### config.mk
export PLATFORM = sky130hd
export DESIGN_NAME = stream_rate_and_sequence_monitor_flat
export DESIGN_NICKNAME = d
export VERILOG_FILES = /design/src/srsm_pkg.sv /design/src/srsm_if.sv /design/src/srsm_ram.sv /design/src/srsm_front.sv /design/src/srsm_check.sv /design/src/stream_rate_and_sequence_monitor.sv /design/src/flat_wrapper.sv
export SDC_FILE = /design/constraint.sdc
export NUM_CORES = 2
export LEC_CHECK = 0
export BUFFER_PORTS_ARGS = -buffer_cell sky130_fd_sc_hd__buf_2
export CORE_MARGIN = 5
export CORE_UTILIZATION = 62
export DETAILED_ROUTE_END_ITERATION = 8
export PLACE_DENSITY = 0.78
export RECOVER_POWER = 25
export SLEW_MARGIN = 20
export SYNTH_ARGS = -nofsm -noshare
export SYNTH_HDL_FRONTEND = slang
export SYNTH_SLANG_ARGS = --single-unit
### constraint.sdc
create_clock -name clock -period 12.7 [get_ports clock]
set_input_delay 0 -clock clock [delete_from_list [all_inputs] [get_ports clock]]
set_output_delay 0 -clock clock [all_outputs]
set_load 0.02 [all_outputs]
### src/srsm_pkg.sv
// Package: shared constants and types of the stream rate and sequence monitor.
`timescale 1ns / 1ps

package srsm_pkg;

   // Block configuration.
   localparam int WINDOW      = 10;
   localparam int NUM_STREAMS = 4;

   // Register file layout: a low and a high period register per stream.
   localparam int CFG_STREAMS = 4;
   localparam int NUM_CFG     = 2 * CFG_STREAMS;
   localparam int CSR_IDX_W   = $clog2(NUM_CFG);
   localparam int CSR_DATA_W  = 24;
   localparam int CFG_SEL_W   = $clog2(CFG_STREAMS);

   // Field widths.
   localparam int SID_W  = 2;
   localparam int WORD_W = 32;

   // Derived widths.
   localparam int SIDX_W     = (NUM_STREAMS > 1) ? $clog2(NUM_STREAMS) : 1;
   localparam int SLOT_W     = $clog2(WINDOW);
   localparam int RING_DEPTH = NUM_STREAMS * WINDOW;
   localparam int RING_AW    = $clog2(RING_DEPTH);
   localparam int BOUND_W    = CSR_DATA_W + $clog2(WINDOW);

   localparam logic [WORD_W-1:0] WORD_MAX = '1;

   // Payload of one transaction between the front end and the window check.
   typedef struct packed {
      logic [SID_W-1:0]   stream_id;
      logic [WORD_W-1:0]  arrival_tick;
      logic               checked;
      logic               seq_skip;
      logic [WORD_W-1:0]  previous_seq;
      logic [WORD_W-1:0]  stream_msg_count;
      logic [WORD_W-1:0]  all_msg_count;
      logic [BOUND_W-1:0] low_bound;
      logic [BOUND_W-1:0] high_bound;
   } stage_type;

   // Saturating increment of a 32-bit count.
   function automatic logic [WORD_W-1:0] sat_inc(input logic [WORD_W-1:0] value);
      logic [WORD_W-1:0] result;
      result = (value == WORD_MAX) ? value : value + WORD_W'(1);
      return result;
   endfunction

endpackage

### src/srsm_if.sv
// Interfaces: the message request channel and the result response channel.
`timescale 1ns / 1ps

interface srsm_req_if;
   logic                                 valid;
   logic                                 ready;
   logic [srsm_pkg::SID_W-1:0]           stream_id;
   logic [srsm_pkg::WORD_W-1:0]          arrival_tick;
   logic [srsm_pkg::WORD_W-1:0]          seq_number;

   modport source (output valid, output stream_id, output arrival_tick,
                   output seq_number, input ready);
   modport sink   (input valid, input stream_id, input arrival_tick,
                   input seq_number, output ready);
endinterface

interface srsm_rsp_if;
   logic                        valid;
   logic                        ready;
   logic                        rate_fault;
   logic                        window_checked;
   logic [srsm_pkg::WORD_W-1:0] window_span;
   logic                        seq_skip;
   logic [srsm_pkg::WORD_W-1:0] previous_seq;
   logic [srsm_pkg::WORD_W-1:0] stream_msg_count;
   logic [srsm_pkg::WORD_W-1:0] stream_fault_count;
   logic [srsm_pkg::WORD_W-1:0] all_msg_count;
   logic [srsm_pkg::WORD_W-1:0] all_fault_count;

   modport source (output valid, output rate_fault, output window_checked,
                   output window_span, output seq_skip, output previous_seq,
                   output stream_msg_count, output stream_fault_count,
                   output all_msg_count, output all_fault_count, input ready);
   modport sink   (input valid, input rate_fault, input window_checked,
                   input window_span, input seq_skip, input previous_seq,
                   input stream_msg_count, input stream_fault_count,
                   input all_msg_count, input all_fault_count, output ready);
endinterface

### src/srsm_ram.sv
// Generic simple dual-port RAM with one write port and one registered read port.
`timescale 1ns / 1ps

module srsm_ram #(
   parameter int WIDTH = 32,
   parameter int DEPTH = 40
) (
   input  logic                     clock,
   input  logic                     wr_en,
   input  logic [$clog2(DEPTH)-1:0] wr_addr,
   input  logic [WIDTH-1:0]         wr_data,
   input  logic                     rd_en,
   input  logic [$clog2(DEPTH)-1:0] rd_addr,
   output logic [WIDTH-1:0]         rd_data
);

   logic [WIDTH-1:0] mem [DEPTH];
   logic [WIDTH-1:0] rd_data_ff;

   // Write port.
   always_ff @(posedge clock) begin
      if (wr_en) begin
         mem[wr_addr] <= wr_data;
      end
   end

   // Read port; the data holds while no read is issued.
   always_ff @(posedge clock) begin
      if (rd_en) begin
         rd_data_ff <= mem[rd_addr];
      end
   end

   assign rd_data = rd_data_ff;

endmodule

### src/srsm_front.sv
// Front end: bound registers, per-stream sequence and count state, ring addressing.
`timescale 1ns / 1ps

module srsm_front (
   input  logic                                clock,
   input  logic                                reset,
   srsm_req_if.sink                            req,
   input  logic                                advance,
   input  logic                                csr_we,
   input  logic [srsm_pkg::CSR_IDX_W-1:0]      csr_index,
   input  logic [srsm_pkg::CSR_DATA_W-1:0]     csr_data,
   output logic                                ring_wr_en,
   output logic [srsm_pkg::RING_AW-1:0]        ring_wr_addr,
   output logic [srsm_pkg::WORD_W-1:0]         ring_wr_data,
   output logic [srsm_pkg::RING_AW-1:0]        ring_rd_addr,
   output logic                                stage_valid,
   output srsm_pkg::stage_type                 stage
);

   // Bound registers.
   logic [srsm_pkg::CSR_DATA_W-1:0] low_ff  [srsm_pkg::CFG_STREAMS];
   logic [srsm_pkg::CSR_DATA_W-1:0] high_ff [srsm_pkg::CFG_STREAMS];

   // Per-stream state.
   logic [srsm_pkg::SLOT_W-1:0] slot_ff     [srsm_pkg::NUM_STREAMS];
   logic [srsm_pkg::WORD_W-1:0] msg_cnt_ff  [srsm_pkg::NUM_STREAMS];
   logic [srsm_pkg::WORD_W-1:0] last_seq_ff [srsm_pkg::NUM_STREAMS];
   logic                        seen_ff     [srsm_pkg::NUM_STREAMS];
   logic [srsm_pkg::WORD_W-1:0] all_msg_ff;

   logic                        stage_valid_ff;
   srsm_pkg::stage_type         stage_ff;

   logic                               in_range;
   logic                               take;
   logic [srsm_pkg::SIDX_W-1:0]        sidx;
   logic [srsm_pkg::CFG_SEL_W-1:0]     csel;
   logic [srsm_pkg::CFG_SEL_W-1:0]     wsel;
   logic [srsm_pkg::SLOT_W-1:0]        slot_cur;
   logic [srsm_pkg::SLOT_W-1:0]        slot_in;
   logic [srsm_pkg::WORD_W-1:0]        msg_cnt_in;
   logic [srsm_pkg::WORD_W-1:0]        all_msg_in;
   logic [srsm_pkg::RING_AW-1:0]       ring_base;
   srsm_pkg::stage_type                stage_in;

   assign req.ready = advance;
   assign in_range  = (32'(req.stream_id) < srsm_pkg::NUM_STREAMS);
   assign take      = req.valid && advance && in_range;
   assign sidx      = req.stream_id[srsm_pkg::SIDX_W-1:0];
   assign csel      = req.stream_id[srsm_pkg::CFG_SEL_W-1:0];
   assign wsel      = csr_index[srsm_pkg::CSR_IDX_W-1:1];

   // Bound registers; odd indexes hold the high period of a stream.
   always_ff @(posedge clock) begin
      if (reset) begin
         for (int s = 0; s < srsm_pkg::CFG_STREAMS; s++) begin
            low_ff[s]  <= '0;
            high_ff[s] <= '1;
         end
      end else if (csr_we && (32'(csr_index) < srsm_pkg::NUM_CFG)) begin
         if (csr_index[0]) begin
            high_ff[wsel] <= csr_data;
         end else begin
            low_ff[wsel] <= csr_data;
         end
      end
   end

   // Next per-stream state for the stream of the current transaction.
   always_comb begin
      slot_cur   = slot_ff[sidx];
      slot_in    = (32'(slot_cur) == srsm_pkg::WINDOW - 1) ? '0
                                                           : slot_cur + 1'b1;
      msg_cnt_in = srsm_pkg::sat_inc(msg_cnt_ff[sidx]);
      all_msg_in = srsm_pkg::sat_inc(all_msg_ff);
      ring_base  = srsm_pkg::RING_AW'(32'(sidx) * srsm_pkg::WINDOW);
   end

   // Ring access: write the new tick at the current slot, read the oldest one.
   assign ring_wr_en   = take;
   assign ring_wr_addr = ring_base + srsm_pkg::RING_AW'(slot_cur);
   assign ring_wr_data = req.arrival_tick;
   assign ring_rd_addr = ring_base + srsm_pkg::RING_AW'(slot_in);

   // Stage payload: sequence check, counts and scaled bounds.
   always_comb begin
      stage_in.stream_id        = req.stream_id;
      stage_in.arrival_tick     = req.arrival_tick;
      stage_in.checked          = (msg_cnt_in > 32'(srsm_pkg::WINDOW));
      stage_in.seq_skip         = seen_ff[sidx] &&
                                  ((last_seq_ff[sidx] + 32'd1) != req.seq_number);
      stage_in.previous_seq     = seen_ff[sidx] ? last_seq_ff[sidx] : '0;
      stage_in.stream_msg_count = msg_cnt_in;
      stage_in.all_msg_count    = all_msg_in;
      stage_in.low_bound        = srsm_pkg::BOUND_W'(low_ff[csel]) *
                                  srsm_pkg::BOUND_W'(srsm_pkg::WINDOW - 1);
      stage_in.high_bound       = srsm_pkg::BOUND_W'(high_ff[csel]) *
                                  srsm_pkg::BOUND_W'(srsm_pkg::WINDOW - 1);
   end

   // Per-stream state update.
   always_ff @(posedge clock) begin
      if (reset) begin
         for (int s = 0; s < srsm_pkg::NUM_STREAMS; s++) begin
            slot_ff[s]     <= '0;
            msg_cnt_ff[s]  <= '0;
            last_seq_ff[s] <= '0;
            seen_ff[s]     <= 1'b0;
         end
         all_msg_ff <= '0;
      end else if (take) begin
         slot_ff[sidx]     <= slot_in;
         msg_cnt_ff[sidx]  <= msg_cnt_in;
         last_seq_ff[sidx] <= req.seq_number;
         seen_ff[sidx]     <= 1'b1;
         all_msg_ff        <= all_msg_in;
      end
   end

   // Stage register, paced by the pipeline advance.
   always_ff @(posedge clock) begin
      if (reset) begin
         stage_valid_ff <= 1'b0;
      end else if (advance) begin
         stage_valid_ff <= take;
      end
   end

   always_ff @(posedge clock) begin
      if (take) begin
         stage_ff <= stage_in;
      end
   end

   assign stage_valid = stage_valid_ff;
   assign stage       = stage_ff;

endmodule

### src/srsm_check.sv
// Window check: span and bound compare, fault counters and the result register.
`timescale 1ns / 1ps

module srsm_check (
   input  logic                          clock,
   input  logic                          reset,
   input  logic                          stage_valid,
   input  srsm_pkg::stage_type           stage,
   input  logic [srsm_pkg::WORD_W-1:0]   oldest_tick,
   output logic                          advance,
   srsm_rsp_if.source                    rsp
);

   logic [srsm_pkg::WORD_W-1:0] fault_cnt_ff [srsm_pkg::NUM_STREAMS];
   logic [srsm_pkg::WORD_W-1:0] all_fault_ff;

   logic                        out_valid_ff;
   logic                        rate_fault_ff;
   logic                        checked_ff;
   logic [srsm_pkg::WORD_W-1:0] span_ff;
   logic                        skip_ff;
   logic [srsm_pkg::WORD_W-1:0] prev_ff;
   logic [srsm_pkg::WORD_W-1:0] msg_cnt_ff;
   logic [srsm_pkg::WORD_W-1:0] fault_cnt_out_ff;
   logic [srsm_pkg::WORD_W-1:0] all_msg_ff;
   logic [srsm_pkg::WORD_W-1:0] all_fault_out_ff;

   logic                        fire;
   logic [srsm_pkg::SIDX_W-1:0] sidx;
   logic [srsm_pkg::WORD_W-1:0] span_raw;
   logic                        fault;
   logic [srsm_pkg::WORD_W-1:0] fault_cnt_in;
   logic [srsm_pkg::WORD_W-1:0] all_fault_in;

   // The pipeline moves when the result register is empty or being taken.
   assign advance = !out_valid_ff || rsp.ready;
   assign fire    = stage_valid && advance;
   assign sidx    = stage.stream_id[srsm_pkg::SIDX_W-1:0];

   // Span over the window and the exact average-period test.
   always_comb begin
      span_raw     = stage.arrival_tick - oldest_tick;
      fault        = stage.checked &&
                     ((span_raw < 32'(stage.low_bound)) ||
                      (span_raw > 32'(stage.high_bound)));
      fault_cnt_in = fault ? srsm_pkg::sat_inc(fault_cnt_ff[sidx]) : fault_cnt_ff[sidx];
      all_fault_in = fault ? srsm_pkg::sat_inc(all_fault_ff) : all_fault_ff;
   end

   // Fault counters.
   always_ff @(posedge clock) begin
      if (reset) begin
         for (int s = 0; s < srsm_pkg::NUM_STREAMS; s++) begin
            fault_cnt_ff[s] <= '0;
         end
         all_fault_ff <= '0;
      end else if (fire) begin
         fault_cnt_ff[sidx] <= fault_cnt_in;
         all_fault_ff       <= all_fault_in;
      end
   end

   // Result valid flag.
   always_ff @(posedge clock) begin
      if (reset) begin
         out_valid_ff <= 1'b0;
      end else if (advance) begin
         out_valid_ff <= stage_valid;
      end
   end

   // Result payload.
   always_ff @(posedge clock) begin
      if (fire) begin
         rate_fault_ff    <= fault;
         checked_ff       <= stage.checked;
         span_ff          <= stage.checked ? span_raw : '0;
         skip_ff          <= stage.seq_skip;
         prev_ff          <= stage.previous_seq;
         msg_cnt_ff       <= stage.stream_msg_count;
         fault_cnt_out_ff <= fault_cnt_in;
         all_msg_ff       <= stage.all_msg_count;
         all_fault_out_ff <= all_fault_in;
      end
   end

   assign rsp.valid              = out_valid_ff;
   assign rsp.rate_fault         = rate_fault_ff;
   assign rsp.window_checked     = checked_ff;
   assign rsp.window_span        = span_ff;
   assign rsp.seq_skip           = skip_ff;
   assign rsp.previous_seq       = prev_ff;
   assign rsp.stream_msg_count   = msg_cnt_ff;
   assign rsp.stream_fault_count = fault_cnt_out_ff;
   assign rsp.all_msg_count      = all_msg_ff;
   assign rsp.all_fault_count    = all_fault_out_ff;

endmodule

### src/stream_rate_and_sequence_monitor.sv
// Top level of the stream rate and sequence monitor.
`timescale 1ns / 1ps

// The monitor takes one message transaction per clock cycle while the pipeline
// is not stalled and returns one result transaction for each message whose
// stream id is in range, in order. A result passes the stage register and then
// the result register: the accepting edge updates the per-stream sequence and
// count state and reads the oldest timestamp of the stream's window from the
// tick ring memory while the new timestamp is written; the edge that moves the
// stage on does the span compare, updates the fault counters and loads the
// result register. The rate of one transaction per cycle, while not stalled, is
// set by the single write and single read port of the tick ring; both ports are
// used once per message. While a result waits, the input stalls. The newest and
// oldest slots of a stream always differ, and a slot written in one cycle is
// readable in the next, so no forwarding is needed. The ring is not cleared
// after reset; its entries are only used once the stream has filled its window.
// Bound registers should be written while no message is in flight.
module stream_rate_and_sequence_monitor (
   input  logic                               clock,
   input  logic                               reset,
   srsm_req_if.sink                           req_chan,
   srsm_rsp_if.source                         rsp_chan,
   input  logic                               csr_we,
   input  logic [srsm_pkg::CSR_IDX_W-1:0]     csr_index,
   input  logic [srsm_pkg::CSR_DATA_W-1:0]    csr_data
);

   logic                          advance;
   logic                          ring_wr_en;
   logic [srsm_pkg::RING_AW-1:0]  ring_wr_addr;
   logic [srsm_pkg::WORD_W-1:0]   ring_wr_data;
   logic [srsm_pkg::RING_AW-1:0]  ring_rd_addr;
   logic [srsm_pkg::WORD_W-1:0]   oldest_tick;
   logic                          stage_valid;
   srsm_pkg::stage_type           stage;

   // Bound registers, per-stream state and ring addressing.
   srsm_front u_front (
      .clock        (clock),
      .reset        (reset),
      .req          (req_chan),
      .advance      (advance),
      .csr_we       (csr_we),
      .csr_index    (csr_index),
      .csr_data     (csr_data),
      .ring_wr_en   (ring_wr_en),
      .ring_wr_addr (ring_wr_addr),
      .ring_wr_data (ring_wr_data),
      .ring_rd_addr (ring_rd_addr),
      .stage_valid  (stage_valid),
      .stage        (stage)
   );

   // Tick ring: the last timestamps of every stream.
   srsm_ram #(
      .WIDTH (srsm_pkg::WORD_W),
      .DEPTH (srsm_pkg::RING_DEPTH)
   ) u_ring (
      .clock   (clock),
      .wr_en   (ring_wr_en),
      .wr_addr (ring_wr_addr),
      .wr_data (ring_wr_data),
      .rd_en   (ring_wr_en),
      .rd_addr (ring_rd_addr),
      .rd_data (oldest_tick)
   );

   // Window check and result register.
   srsm_check u_check (
      .clock       (clock),
      .reset       (reset),
      .stage_valid (stage_valid),
      .stage       (stage),
      .oldest_tick (oldest_tick),
      .advance     (advance),
      .rsp         (rsp_chan)
   );

endmodule
### src/flat_wrapper.sv
// flat-port wrapper written by rule: the top's interface ports become plain ports
module stream_rate_and_sequence_monitor_flat 
  (clock, reset, csr_we, csr_index, csr_data, req_chan_valid, req_chan_stream_id, req_chan_arrival_tick, req_chan_seq_number, req_chan_ready, rsp_chan_valid, rsp_chan_rate_fault, rsp_chan_window_checked, rsp_chan_window_span, rsp_chan_seq_skip, rsp_chan_previous_seq, rsp_chan_stream_msg_count, rsp_chan_stream_fault_count, rsp_chan_all_msg_count, rsp_chan_all_fault_count, rsp_chan_ready);
  srsm_req_if req_chan_i ();
  srsm_rsp_if rsp_chan_i ();
  input  logic clock;
  input  logic reset;
  input  logic csr_we;
  input  logic [srsm_pkg::CSR_IDX_W-1:0] csr_index;
  input  logic [srsm_pkg::CSR_DATA_W-1:0] csr_data;
  input wire logic [$bits(req_chan_i.valid)-1:0] req_chan_valid;
  input wire logic [$bits(req_chan_i.stream_id)-1:0] req_chan_stream_id;
  input wire logic [$bits(req_chan_i.arrival_tick)-1:0] req_chan_arrival_tick;
  input wire logic [$bits(req_chan_i.seq_number)-1:0] req_chan_seq_number;
  output wire logic [$bits(req_chan_i.ready)-1:0] req_chan_ready;
  output wire logic [$bits(rsp_chan_i.valid)-1:0] rsp_chan_valid;
  output wire logic [$bits(rsp_chan_i.rate_fault)-1:0] rsp_chan_rate_fault;
  output wire logic [$bits(rsp_chan_i.window_checked)-1:0] rsp_chan_window_checked;
  output wire logic [$bits(rsp_chan_i.window_span)-1:0] rsp_chan_window_span;
  output wire logic [$bits(rsp_chan_i.seq_skip)-1:0] rsp_chan_seq_skip;
  output wire logic [$bits(rsp_chan_i.previous_seq)-1:0] rsp_chan_previous_seq;
  output wire logic [$bits(rsp_chan_i.stream_msg_count)-1:0] rsp_chan_stream_msg_count;
  output wire logic [$bits(rsp_chan_i.stream_fault_count)-1:0] rsp_chan_stream_fault_count;
  output wire logic [$bits(rsp_chan_i.all_msg_count)-1:0] rsp_chan_all_msg_count;
  output wire logic [$bits(rsp_chan_i.all_fault_count)-1:0] rsp_chan_all_fault_count;
  input wire logic [$bits(rsp_chan_i.ready)-1:0] rsp_chan_ready;
  assign req_chan_i.valid = req_chan_valid;
  assign req_chan_i.stream_id = req_chan_stream_id;
  assign req_chan_i.arrival_tick = req_chan_arrival_tick;
  assign req_chan_i.seq_number = req_chan_seq_number;
  assign req_chan_ready = req_chan_i.ready;
  assign rsp_chan_valid = rsp_chan_i.valid;
  assign rsp_chan_rate_fault = rsp_chan_i.rate_fault;
  assign rsp_chan_window_checked = rsp_chan_i.window_checked;
  assign rsp_chan_window_span = rsp_chan_i.window_span;
  assign rsp_chan_seq_skip = rsp_chan_i.seq_skip;
  assign rsp_chan_previous_seq = rsp_chan_i.previous_seq;
  assign rsp_chan_stream_msg_count = rsp_chan_i.stream_msg_count;
  assign rsp_chan_stream_fault_count = rsp_chan_i.stream_fault_count;
  assign rsp_chan_all_msg_count = rsp_chan_i.all_msg_count;
  assign rsp_chan_all_fault_count = rsp_chan_i.all_fault_count;
  assign rsp_chan_i.ready = rsp_chan_ready;
  stream_rate_and_sequence_monitor u_core (.clock(clock), .reset(reset), .req_chan(req_chan_i), .rsp_chan(rsp_chan_i), .csr_we(csr_we), .csr_index(csr_index), .csr_data(csr_data));
endmodule
; ---- Word level (Yosys, flattened, before mapping)
; Memories as Yosys holds them, arrays and structs flattened. A register that Yosys moved wholly into a read port is not among the register bits.
; Cells that the tools add are included.
[word_totals]
ram_bits = 1876
rom_bits = 0
mem_count = 8
register_bits = 449
latchBits = 0
output_inout_bits = 197
input_bits = 98
wordCells = 111
[classes]
n_reduce_logical = 14
bitwise_logic = 0
mux = 46
n_mul = 3
div = 0
eq_ne = 6
add_sub_neg = 9
n_shift = 0
n_lt_le_gt_ge = 3
[mem_list]
columns = memory, depth, width, rd, rd_ports_with_merged_regs, wr, line_no
row1 = u_core.u_ring.mem, 40, 32, 1, 1, 1, srsm_ram.sv:17  ; logic [WIDTH-1:0] mem [DEPTH];
row2 = u_core.u_check.fault_cnt_ff, 4, 32, 1, 1, 4, srsm_check.sv:14  ; logic [srsm_pkg::WORD_W-1:0] fault_cnt_ff [srsm_pkg::NUM_STREAMS];
row3 = u_core.u_front.last_seq_ff, 4, 32, 1, 0, 4, srsm_front.sv:27  ; logic [srsm_pkg::WORD_W-1:0] last_seq_ff [srsm_pkg::NUM_STREAMS];
row4 = u_core.u_front.msg_cnt_ff, 4, 32, 1, 0, 4, srsm_front.sv:26  ; logic [srsm_pkg::WORD_W-1:0] msg_cnt_ff [srsm_pkg::NUM_STREAMS];
row5 = u_core.u_front.high_ff, 4, 24, 1, 0, 4, srsm_front.sv:22  ; logic [srsm_pkg::CSR_DATA_W-1:0] high_ff [srsm_pkg::CFG_STREAMS];
row6 = u_core.u_front.low_ff, 4, 24, 1, 0, 4, srsm_front.sv:21  ; logic [srsm_pkg::CSR_DATA_W-1:0] low_ff [srsm_pkg::CFG_STREAMS];
row7 = +2 memories, --, --, --, --, --, --
[op_table]
columns = operator, count
row1 = two-way mux 32 bit, 9
row2 = adder 32 x 1 -> 32 bit (second input constant), 5
row3 = equality test 32 bit (second input constant), 4
row4 = OR reduction 32 bit, 3
row5 = multiplier 24 x 4 -> 28 bit (second input constant), 2
row6 = two-way mux 24 bit, 2
row7 = OR reduction 24 bit, 2
row8 = greater-than comparator 32 x 28 -> 1 bit, 1
row9 = greater-than comparator 32 x 4 -> 1 bit (second input constant), 1
row10 = less-than comparator 32 x 28 -> 1 bit, 1
row11 = != test 32 bit, 1
row12 = subtractor 32 bit, 1
row13 = two-way mux 1 bit, 25
row14 = two-way mux 2 bit, 8
row15 = adder 6 x 4 -> 6 bit, 2
row16 = two-way mux 4 bit, 2
row17 = multiplier 2 x 3 -> 5 bit (second input constant), 1
row18 = adder 4 x 1 -> 4 bit (second input constant), 1
row19 = equality test 4 bit (second input constant), 1
row20 = logical AND 1 bit, 4
row21 = OR reduction 4 bit, 1
row22 = logical OR 1 bit, 2
row23 = logical NOT 1 bit, 1
row24 = OR reduction 1 bit, 1

; ---- Longest topological paths before layout
[depth]
depth_word = 8
ltp_mapped = 27
ltp_nobuf = 24

; ---- Cells and area by module
; Synthesis repeated with hierarchy kept, for this count alone.
[unflattened]
cells_unflattened = 6471
area_unflattened_um2 = 102035.4
[by_module_without_submodules]
columns = module, n_inst, seq_area_each_um2, cells_each, area_per_inst_um2
row1 = srsm_ram, 1, 39397.8, 2562, 50937.6
row2 = srsm_front, 1, 20359.5, 2361, 32890.3
row3 = srsm_check, 1, 10359.9, 1548, 18207.5

; ---- Least setup slack after synthesis
; OpenSTA, ideal clock, no wires.
[synth_path]
path_type = register to register
start = register u_core.u_check.out_valid_ff, in the netlist u_core.u_check.rsp.valid
end = memory u_core.u_ring.mem[29][0], enable pin
n_path_buf = 2
period_less_slack_ps = 10556
setup_ps = 421
path_stages_with_launch = 8
required_time_ps = 12279
arrival_time_ps = 10136
slack_ps = 2144
cell_sequence = dfxtp_1 nand2b_1 nand2_1 inv_1 clkbuf_1 buf_1 nand4b_1 nor2_1
[synth_via]
elab_chain_cells = 5
[synth_rtl]
columns = item, line_no
row1 = "start, declared", srsm_check.sv:17  ; logic out_valid_ff;
row2 = "start signal, assigned", srsm_check.sv:68  ; out_valid_ff <= stage_valid;
row3 = logical NOT 1 bit, srsm_check.sv:36  ; assign advance = !out_valid_ff || rsp.ready;
row4 = logical OR 1 bit, srsm_check.sv:36
row5 = via req_chan_ready, flat_wrapper.sv:15  ; output wire logic [$bits(req_chan_i.ready)-1:0] req_chan_ready;
row6 = logical AND 1 bit, srsm_front.sv:48  ; assign take = req.valid && advance && in_range;
row7 = via u_core.ring_wr_en, stream_rate_and_sequence_monitor.sv:29  ; logic ring_wr_en;
row8 = two-way mux 1 bit, srsm_ram.sv:22  ; if (wr_en) begin
row9 = two-way mux 1 bit (implied by the code), srsm_ram.sv:23  ; mem[wr_addr] <= wr_data;
row10 = "end, declared", srsm_ram.sv:17
; The timed path passes the listed nets, and every way through them passes these cells.

==> metrics.cfg <==
[logic_synthesis]
synthTopCellsByCount = edfxtp_1 (2291), mux4_2 (531), nor2_1 (328), and2_1 (287), a21oi_1 (229)
synth_seq_area_share_pct = 70.18
synth_top_area_cell = edfxtp_1
synthCells = 5774
synth.area.top_cells = edfxtp_1 (69%), mux4_2 (12%), ha_1 (2.3%), and2_1 (1.8%), dfxtp_1 (1.4%)
synthDistinctLibCells = 87
synthFlopType = edfxtp_1
synth-edff-count = 2291
yosysMostFrequentCell = edfxtp_1
syn_area_per_cell_um2 = 17.31
yosysTopAreaCellShare_pct = 68.81
synth-seq-cells = 2359
yosys_warnings = 0
synth_fp_nets = 6060
synth.cell_area_um2 = 99970
async_flop_share_pct = 0

[critical_path]
regToRegSetupSlack_ps = 6340
endpoint_kind = flip-flop
cp.depth = 25
crit_start = u_core.u_front.stage[154]
critPathArrivalTime_ps = 7030
r2r_cells = 25
cpMostUsedCell = o21ai_0
critPathCapture = u_core.u_check.fault_cnt_ff[0][21]
critical_path.max_stage_delay_ps = 830
startpoint_type = flip-flop
worstReg2RegStart = u_core.u_front.stage[154]
crit_buf_inv = 3
crit_fanout = 113
cp_slowest_cell = buf_4
cp_top_family = compound AO/OA/AOI/OAI gates
r2r_end = u_core.u_check.fault_cnt_ff[0][21]
cp.required_ps = 13370
crit_type = reg -> reg

[floorplanning]
die_y_um = 411.6
die_x_um = 411.6
rows = 147
ios = 295
core_area_um2 = 160400
start_util_pct = 62.33
design.die.area_um2 = 169400

[clock_tree]
h-tree-depth = 4
clockRootBuffer = clkbuf_16
cts_buffers = 221
cts_resized = 0
clock_path_buffers = 3
cts_tree = built
path_clk_slew_ps = 60
clk_latency_ps = 850
cts_num_sinks = 2359
post_cts.repair.setup_buffers = 0

[power_and_ir_drop]
power_uw = 19060
internal-power_uw = 14010
p_sw_uw = 5053
combPwrFrac_pct = 17.9
ir_worst_vdd_uv = 209.2
p_sw_share_pct = 26.51
powerDensity_nw_per_um2 = 169.7
power_leakage_uw = 0.03826
pwr-share-seq_pct = 47.8
pwr-share-clk_pct = 34.3

[global_route]
grt_pass1_wl_um = 366100
track_usage_pct = 29.27
antenna_found_initial = 15
grt_pass1_vias = 56639
grt_max_degree = 123
gr-total-overflow = 0

[sta]
setup-violations-final = 0
slew_headroom_pct = -35.26
fmax_mhz = 157.2
maxSlewViolCount = 1218
final.setup.worst_slack_ps = 6339
clock_skew_ps = 44.70
final.setup.tns_ps = 0
period_share_pct = 50.09
tightest_slew_ps = 2029
rsz0062_at_grt = no
min_period_ps = 6361
hold_viol_final = 0

[placement]
gp_congestion = 0.8707
hpwl_um = 137900
dpl-instance-area_um2 = 104300
dp_worst_setup_slack_ps = 6420
port_buffers = 294

[detailed_routing]
ant_nets = 0
wl_per_cell_um = 28.82
drtPass1Iterations = 8
vias_per_cell = 6.548
wirelength_um = 247300
route.detailed.drc = 0
drt_iter0_drc = 7357
via_count = 56180

[run]
maxCapViolCount = 29

[outcome]
violations = max-capacitance violations, max-slew violations
status = finished, violations left

[final_layout]
utilization_pct = 70.04
final_nets = 6514
drive_gt1_share_pct = 21.58
n_fill_cell = 9866
stdcell_area_um2 = 112300
area_growth_pct = 12.37

[min_path]
hold_class = in -> reg

metrics by stage:
step / hold slack, ps / cells
after detailed placement: 340.0 / 8063
final: 56.15 / 8580
after floorplan: 98.87 / 5774
after CTS: 1.779 / 8572
after global routing: 47.51 / 8576
after global placement: 339.5 / 8063
cell type report:
| class | count | area (um^2) | area share, % |
|---|---|---|---|
| sequential | 2359 | 70160 | 62.45 |
| multi-input combinational | 2981 | 28400 | 25.28 |
| clock buffer | 285 | 5853 | 5.210 |
| timing repair buffer | 501 | 3351 | 2.983 |
| tap | 2160 | 2703 | 2.406 |
| clock inverter | 122 | 1231 | 1.096 |
| inverter | 164 | 623.1 | 0.5547 |
| antenna | 8 | 20.02 | 0.01782 |
sequential cells by signal, indices dropped and copies added, names as in the netlist, 96 cells and up, named ones only:
name	flops
u_core.u_ring.mem	1280
u_core.u_front.last_seq_ff	128
u_core.u_front.low_ff	96
u_core.u_front.high_ff	96
u_core.u_front.msg_cnt_ff	128
u_core.u_front.stage	188
u_core.u_check.fault_cnt_ff	128
power groups by stage:
stage	clock, uW	combinational (uW)	sequential, uW
global route	6950	3670	9130
floorplan	0	2200	9290
finish	6530	3420	9110
CTS	6600	3410	9100
detailed placement	0	3330	9260
global placement	0	3240	9240
layout by cell type, fill, tap and decap left out, drive strengths merged, types with 135 or more instances in the layout:
master  netlist  routed
edfxtp     2291    2291
mux4        531     531
clkbuf      177     314
inv         164     173
nand2       179     179
buf          93     370
nor2        331     331
xnor2       135     135
ha          183     183
a21oi       229     229
and2        288     288
how the worst min path moves through the flow:
stage	startpoint	to	slack [ps]	cells after the start
4_1_cts	req_chan_seq_number[17]	u_core.u_front.last_seq_ff[2][17]	2	3
6_report	req_chan_seq_number[9]	u_core.u_front.last_seq_ff[0][9]	60	3
3_3_place_gp	req_chan_seq_number[9]	u_core.u_front.last_seq_ff[2][9]	340	2
5_1_grt	req_chan_seq_number[5]	u_core.u_front.last_seq_ff[3][5]	50	3
3_5_place_dp	req_chan_seq_number[9]	u_core.u_front.last_seq_ff[0][9]	340	2
2_1_floorplan	req_chan_arrival_tick[0]	u_core.u_front.stage[154]	100	0
cell families (layout without fill, tap and decap cells):
kind of cell               Yosys count  count (layout)  synth area share (%)
and+or+nand+nor                   1416            1416                 7.619
DFF                               2359            2359                 70.18
xor gates and xnor gates           208             208                 1.822
AOI/OAI and AO/OA                  573             573                 3.493
buffers and inverters              434            1072                 1.855
other                                0               8                     0
adders and majority gates          188             188                 2.390
muxes                              596             596                 12.64
timing repair:
item,in CTS,in global routing
endpoints found under the setup margin,0,0
hold buffers,102,0
hold endpoints to repair,1747,0
metal layers:
| metal | vias up | global-route usage [%] | share of wire (%) |
|---|---|---|---|
| li1 | 23725 | - | - |
| met1 | 28548 | 38.78 | 36 |
| met2 | 3310 | 49.18 | 50 |
| met3 | 587 | 5.633 | 9.7 |
| met4 | 10 | 10.51 | 3.9 |
| met5 | - | 0 | 0.025 |
worst min-delay path, stage by stage:
cell and delay [ps]:
dlygate4sd3_1 540, buf_2 140, and2_1 120
(Power assumes the default switching activity.)
